**src/rtl/core/bdm422_pkg.sv**
```systemverilog
// shared types, constants and coefficients of the demosaic and colour converter
package bdm422_pkg;

  localparam int SAMPLE_W       = 16;
  localparam int LINES_STORED   = 2;
  localparam int LINE_WORD_W    = LINES_STORED * SAMPLE_W;
  localparam int MAX_WIDTH_DFLT = 2048;

  localparam int CFG_FW_W   = 12;
  localparam int CFG_FH_W   = 13;
  localparam int CFG_DATA_W = 13;
  localparam int ROW_W      = 14;

  localparam logic [CFG_FW_W-1:0] FW_RESET = 12'd1920;
  localparam logic [CFG_FH_W-1:0] FH_RESET = 13'd1080;

  typedef enum logic {
    CFG_FRAME_WIDTH  = 1'b0,
    CFG_FRAME_HEIGHT = 1'b1
  } cfg_idx_e;

  localparam int OUT_DEPTH  = 8;
  localparam int OUT_DATA_W = 16;
  localparam int OUT_USER_W = 2;

  // colour conversion, scale 1/1000
  localparam int VAL_W   = 28;
  localparam int PROD_W  = 26;
  localparam int COEF_W  = 10;
  localparam int Y_OFF   = 16000;
  localparam int C_OFF   = 128000;
  // order: y r g b, cb r g b, cr r g b (signs applied in the adders)
  localparam logic [COEF_W-1:0] COEF [9] = '{
    10'd183, 10'd614, 10'd62,
    10'd101, 10'd338, 10'd439,
    10'd439, 10'd399, 10'd40
  };

  // floor(x/5) for x below 2^19 as (x * RECIP5) >> RECIP5_SH
  localparam int GSUM_W    = 19;
  localparam int RECIP5    = 419431;
  localparam int RECIP5_SH = 21;

  // floor(v/1000) for v below SAT_LIMIT as (v * RECIP1000) >> RECIP1000_SH
  localparam int SAT_LIMIT    = 256000;
  localparam int SAT_W        = 18;
  localparam int RECIP1000    = 268436;
  localparam int RECIP1000_SH = 28;

  typedef logic [8:0][SAMPLE_W-1:0] win_t;

  typedef struct packed {
    logic orow_odd;
    logic ocol_odd;
    logic is_cr;
    logic line_end;
    logic frame_end;
  } pix_tag_t;

  typedef struct packed {
    logic [7:0] chroma;
    logic [7:0] luma;
    pix_tag_t   tag;
  } pix_out_t;

endpackage

```
**src/rtl/core/bdm422_csc.sv**
```systemverilog
// colour interpolation from a 3x3 window and rgb to ycbcr conversion pipeline
module bdm422_csc (
  input  logic                 clk_i,
  input  logic                 rst_ni,
  input  logic                 in_valid_i,
  input  bdm422_pkg::win_t     in_win_i,
  input  bdm422_pkg::pix_tag_t in_tag_i,
  output logic                 out_valid_o,
  output bdm422_pkg::pix_out_t out_pix_o
);
  import bdm422_pkg::*;

  localparam int P5_W    = 2 * GSUM_W;
  localparam int P1000_W = SAT_W + GSUM_W;

  // stage 1: neighbour sums
  logic                v1_q;
  pix_tag_t            t1_q;
  logic [SAMPLE_W-1:0] r1_q, b1_q;
  logic [GSUM_W-1:0]   g1_q;
  logic                div5_q;
  logic [SAMPLE_W-1:0] r1_d, b1_d;
  logic [GSUM_W-1:0]   g1_d;
  logic                div5_d;
  logic [17:0]         sum_x, sum_p, sum_h, sum_v;
  logic [GSUM_W-1:0]   sum_g5;

  // stage 2: green divide by five
  logic                v2_q;
  pix_tag_t            t2_q;
  logic [SAMPLE_W-1:0] r2_q, g2_q, b2_q;
  logic [P5_W-1:0]     g5_prod;

  // stage 3: coefficient products
  logic                            v3_q;
  pix_tag_t                        t3_q;
  logic [8:0][PROD_W-1:0]          prod_q;
  logic [8:0][PROD_W-1:0]          prod_d;

  // stage 4: sums
  logic             v4_q;
  pix_tag_t         t4_q;
  logic [VAL_W-1:0] y_q, c_q;
  logic [VAL_W-1:0] y_d, cb_d, cr_d;

  function automatic logic [7:0] to_byte(input logic [VAL_W-1:0] v);
    logic [P1000_W-1:0] prod;
    prod = P1000_W'(v[SAT_W-1:0]) * P1000_W'(RECIP1000);
    if (v[VAL_W-1]) begin
      return 8'd0;
    end else if (v >= VAL_W'(SAT_LIMIT)) begin
      return 8'hff;
    end else begin
      return prod[RECIP1000_SH+7:RECIP1000_SH];
    end
  endfunction

  always_comb begin
    sum_x  = 18'(in_win_i[0]) + 18'(in_win_i[2]) + 18'(in_win_i[6]) + 18'(in_win_i[8]);
    sum_p  = 18'(in_win_i[1]) + 18'(in_win_i[3]) + 18'(in_win_i[5]) + 18'(in_win_i[7]);
    sum_h  = 18'(in_win_i[3]) + 18'(in_win_i[5]);
    sum_v  = 18'(in_win_i[1]) + 18'(in_win_i[7]);
    sum_g5 = GSUM_W'(sum_x) + GSUM_W'(in_win_i[4]);
    case ({in_tag_i.orow_odd, in_tag_i.ocol_odd})
      2'b00: begin
        // red site
        r1_d   = in_win_i[4];
        g1_d   = GSUM_W'(sum_p[17:2]);
        b1_d   = sum_x[17:2];
        div5_d = 1'b0;
      end
      2'b01: begin
        // green on a red row
        r1_d   = sum_h[16:1];
        g1_d   = sum_g5;
        b1_d   = sum_v[16:1];
        div5_d = 1'b1;
      end
      2'b10: begin
        // green on a blue row
        r1_d   = sum_v[16:1];
        g1_d   = sum_g5;
        b1_d   = sum_h[16:1];
        div5_d = 1'b1;
      end
      default: begin
        // blue site
        r1_d   = sum_x[17:2];
        g1_d   = GSUM_W'(sum_p[17:2]);
        b1_d   = in_win_i[4];
        div5_d = 1'b0;
      end
    endcase
  end

  assign g5_prod = P5_W'(g1_q) * P5_W'(RECIP5);

  always_comb begin
    for (int i = 0; i < 9; i++) begin
      case (i % 3)
        0:       prod_d[i] = PROD_W'(r2_q) * PROD_W'(COEF[i]);
        1:       prod_d[i] = PROD_W'(g2_q) * PROD_W'(COEF[i]);
        default: prod_d[i] = PROD_W'(b2_q) * PROD_W'(COEF[i]);
      endcase
    end
  end

  always_comb begin
    y_d  = VAL_W'(Y_OFF) + VAL_W'(prod_q[0]) + VAL_W'(prod_q[1]) + VAL_W'(prod_q[2]);
    cb_d = VAL_W'(C_OFF) - VAL_W'(prod_q[3]) - VAL_W'(prod_q[4]) + VAL_W'(prod_q[5]);
    cr_d = VAL_W'(C_OFF) + VAL_W'(prod_q[6]) - VAL_W'(prod_q[7]) - VAL_W'(prod_q[8]);
  end

  always_ff @(posedge clk_i or negedge rst_ni) begin
    if (!rst_ni) begin
      v1_q <= 1'b0;
      v2_q <= 1'b0;
      v3_q <= 1'b0;
      v4_q <= 1'b0;
    end else begin
      v1_q <= in_valid_i;
      v2_q <= v1_q;
      v3_q <= v2_q;
      v4_q <= v3_q;
    end
  end

  always_ff @(posedge clk_i) begin
    t1_q   <= in_tag_i;
    r1_q   <= r1_d;
    g1_q   <= g1_d;
    b1_q   <= b1_d;
    div5_q <= div5_d;

    t2_q <= t1_q;
    r2_q <= r1_q;
    b2_q <= b1_q;
    g2_q <= div5_q ? g5_prod[RECIP5_SH+SAMPLE_W-1:RECIP5_SH] : g1_q[SAMPLE_W-1:0];

    t3_q   <= t2_q;
    prod_q <= prod_d;

    t4_q <= t3_q;
    y_q  <= y_d;
    c_q  <= t3_q.is_cr ? cr_d : cb_d;
  end

  assign out_valid_o      = v4_q;
  assign out_pix_o.luma   = to_byte(y_q);
  assign out_pix_o.chroma = to_byte(c_q);
  assign out_pix_o.tag    = t4_q;

endmodule

```
**config.mk**
```make
export PLATFORM = sky130hd
export DESIGN_NAME = bdm422_csc
export DESIGN_NICKNAME = d
export VERILOG_FILES = /design/src/rtl/core/bdm422_pkg.sv /design/src/rtl/core/bdm422_csc.sv
export SDC_FILE = /design/constraint.sdc
export NUM_CORES = 2
export LEC_CHECK = 0
export BUFFER_PORTS_ARGS = -buffer_cell sky130_fd_sc_hd__buf_2
export CORE_UTILIZATION = 35
export CTS_BUF_LIST = sky130_fd_sc_hd__clkbuf_4 sky130_fd_sc_hd__clkbuf_8 sky130_fd_sc_hd__clkbuf_16
export DETAILED_ROUTE_END_ITERATION = 6
export PLACE_DENSITY = 0.52
export SETUP_SLACK_MARGIN = 0.02
export SYNTH_ARGS = -nofsm -noshare
export SYNTH_HDL_FRONTEND = slang
export SYNTH_SLANG_ARGS = --single-unit
```
**constraint.sdc**
```tcl
create_clock -name clk_i -period 5.37 [get_ports clk_i]
set_input_delay 0.8055 -clock clk_i [delete_from_list [all_inputs] [get_ports clk_i]]
set_output_delay 0.8055 -clock clk_i [all_outputs]
set_load 0.03 [all_outputs]
```
==> metrics <==
Crit-path slowest cell=fa_1; Util after Layout=0.413; DRC=0; Max clock buf depth=3; Gate Count Post-Synth=5591; type of element capturing the critical path=output port; RSZ-0062 raised after global routing=yes; Worst Path Max Fanout=5; vias in the first global route=40905; Initial Util=0.352; slew margin rel.=0.220; Clock Tree Root=clkbuf_16; pin count of the biggest net entering global routing=55; clock slew at reported path FFs=0.06 ns; Avg Cell Area, Syn=9.58 sq um; fmax=156 MHz; worst slew pin tran=1.17 ns; Core ar.=152000 sq um; outcome=finished, violations left; wire length per cell=17.3 microns; Synth top area share=0.265; first-pass GRT wire length=225000 microns; total track usage=0.188; synthesized flop and latch total=380; fin crit period=6.40 ns; Die H=393 microns; Final period util=1.19; syn_nets=7559; CP most frequent cell=fa_1; Vias/cell=4.75; Site Rows=143; CTS Buf Count=51; critical setup path kind=reg2out; CP Data Required Time=4.56 ns; Worst Slack Setup Final=-1.03 ns; nature of the critical path startpoint=flip-flop; clock sink count=380; port buffer count=173; post-route ant nets=0; total wire length=142000 microns; Yosys cell types=88; R2R depth=24; top_reg_cell synth=dfxtp_1; initial antenna violation count=13; hpwl dp=126000 microns; top cells by area, synth=ha_1 27%, fa_1 25%, dfxtp_1 14%, inv_1 9.4%, xnor2_1 3.8%; WP data arrival=5.59 ns; Yosys top cell by area=ha_1; final max-slew violation count=0; Pre-antenna DRT Iters=7; htree depth=2; I/O pins=174; post-synthesis async set-or-reset flop share=0.0105; routability cong.=0.901; R2R Path Start=g1_q[11]; R2R Setup Slk=-0.23 ns; worst r2r dst=g2_q[1]; fill count=15020; post-place setup slack=-0.603 ns; CP endpoint=out_pix_o[9]; failing checks=setup timing; grt total ovfl=0; Layout area overhead=17.1%; DR vias=38981; synthesized area=53500 sq um; Die ar.=155000 sq um; Worst-Skew Late Latency=0.66 ns; CTS tree=built; fin nets=8097; CP peak stage delay=0.55 ns; Setup Viol. Count Final=27; Max Cap Viol=0; register area share after synthesis=0.142; CP cell instances=inv_2, ha_4, ha_4, fa_1, inv_1, fa_1, inv_1, fa_1, fa_1, ha_4, a21oi_4, o211ai_1, a31oi_4, o211ai_1, a311oi_2, buf_4, buf_6, o21bai_4, a21oi_2, xor2_1, nand2_1, buf_6; fraction of layout cells with a size suffix above 1=0.146; Post-synth EDFFs=0; chip width=393 microns; 1st-iter DRT viols=1686; CP startpoint=y_q[6]; HP Class=in2reg; Final Hold Vio Count=0; Layout Skew=0.0347 ns; YS warnings=0
-- layer usage --
layer | part of all wire | vias up | track usage
met1 | 0.46 | 18887 | 0.247
met4 | 0.033 | 4 | 0.0599
met5 | 0.00019 | - | 0
met2 | 0.47 | 567 | 0.320
li1 | - | 19363 | -
met3 | 0.033 | 160 | 0.0230
-- state kept, by name, indices dropped and copies added (netlist names), 5 cells and up --
| signal | flops |
|---|---|
| prod_q | 201 |
| c_q | 28 |
| y_q | 27 |
| g1_q | 19 |
| b1_q | 16 |
| b2_q | 16 |
| g2_q | 16 |
| r1_q | 16 |
| r2_q | 16 |
| out_pix_o | 5 |
| t1_q | 5 |
| t2_q | 5 |
| t3_q | 5 |
-- repair_timing --
item / CTS / global route
cloned: 0 / 0
pin swaps: 86 / 83
setup endpoints to repair: 30 / 54
setup buffers: 18 / 6
hold endpoints to repair: 4 / 0
resized for setup: 149 / 86
hold buffers: 1 / 0
-- through the flow --
stage	hold WS, ns	std cells	setup TNS, ns	instance area (sq um)
floorplan	0.310	5591	-0.655	54000
global placement	0.311	8085	-9.71	59700
detailed placement	0.312	8085	-11.31	59700
CTS	0.203	8197	-16.20	62300
global route	0.224	8205	-22.10	62700
finish	0.264	8205	-14.75	62700
-- worst min-delay path by stage --
stage / from / end / slack, ns / depth (start not counted)
after detailed placement: r1_q[10] / r2_q[10] / 0.31 / 0
after global placement: t1_q[4] / t2_q[4] / 0.31 / 0
final: in_tag_i[2] / t1_q[2] / 0.26 / 1
after floorplan: b1_q[0] / b2_q[0] / 0.31 / 0
after CTS: in_tag_i[2] / t1_q[2] / 0.20 / 1
after global routing: in_tag_i[0] / t1_q[0] / 0.22 / 1
-- cells in the mapped netlist (10+ instances only) --
cell type / count
inv_1: 1344
ha_1: 1135
fa_1: 681
dfxtp_1: 376
a21oi_1: 280
xnor2_1: 235
nor2_1: 194
nand2_1: 172
o21ai_0: 148
xor2_1: 115
a21o_1: 105
nor3_1: 81
nand3_1: 61
nor2b_1: 45
o21a_1: 44
nand2b_1: 41
o21bai_1: 38
and3_1: 34
a211oi_1: 32
clkbuf_1: 31
or3_1: 28
and2_1: 27
or2_2: 24
a31oi_1: 23
o31ai_1: 20
a221oi_1: 18
nand4_1: 18
o211ai_1: 18
a222oi_1: 15
a31o_2: 11
a41oi_1: 11
mux2i_1: 10
-- kinds of logic after synthesis --
| group | synth area share |
|---|---|
| AND/OR/NAND/NOR | 0.0700 |
| flip-flops | 0.142 |
| AO/OA/AOI/OAI | 0.110 |
| XOR/XNOR | 0.0573 |
| adder cells (fa/ha/maj) | 0.520 |
| multiplexers | 0.00376 |
| buffers and inverters | 0.0967 |
-- layout make-up --
class / instances / area, sq um / share of cell area
diodes: 4 / 10.0 / 0.000160
clock buffers: 62 / 1390 / 0.0222
clock inverters: 33 / 310 / 0.00495
inverters: 1345 / 5050 / 0.0805
multi-input cells: 3833 / 42000 / 0.670
flip-flops and latches: 380 / 7750 / 0.124
well taps: 2030 / 2540 / 0.0405
repair buffers: 518 / 3630 / 0.0579
-- worst max-delay path: cells and delay by family, from the launching register on --
kind	cells	cell delay (ns)
buffers and inverters	6	0.61
AO/OA/AOI/OAI	7	1.15
XOR/XNOR	1	0.17
AND/OR/NAND/NOR	1	0.09
adder cells (fa/ha/maj)	7	2.56
flip-flops	1	0.38
-- cell usage in the layout (no fill, tap or decap), types with 15 or more instances in the layout --
cell type	count
buf_2	157
nand2_1	170
o21ai_0	130
a31oi_1	20
nand2b_1	40
or3_1	27
clkbuf_16	51
nand3_1	61
and2_1	26
a21oi_2	25
buf_6	25
nor3_1	76
nor2b_1	45
dfxtp_4	25
o21bai_1	34
o21ai_1	17
inv_1	1325
ha_1	1082
and3_1	31
a221oi_1	16
clkinv_2	16
o31ai_1	19
xor2_1	111
ha_4	47
dfxtp_1	326
nand4_1	18
a21o_1	105
fa_1	677
o21a_1	44
a222oi_1	15
nor2_1	193
inv_2	20
dfxtp_2	25
xnor2_1	227
a211oi_1	25
a21oi_1	246
o211ai_1	18
buf_4	332
or2_2	21
Power is not shown: default switching activity piles up to over one toggle a cycle in this logic, so the estimate is an artifact.
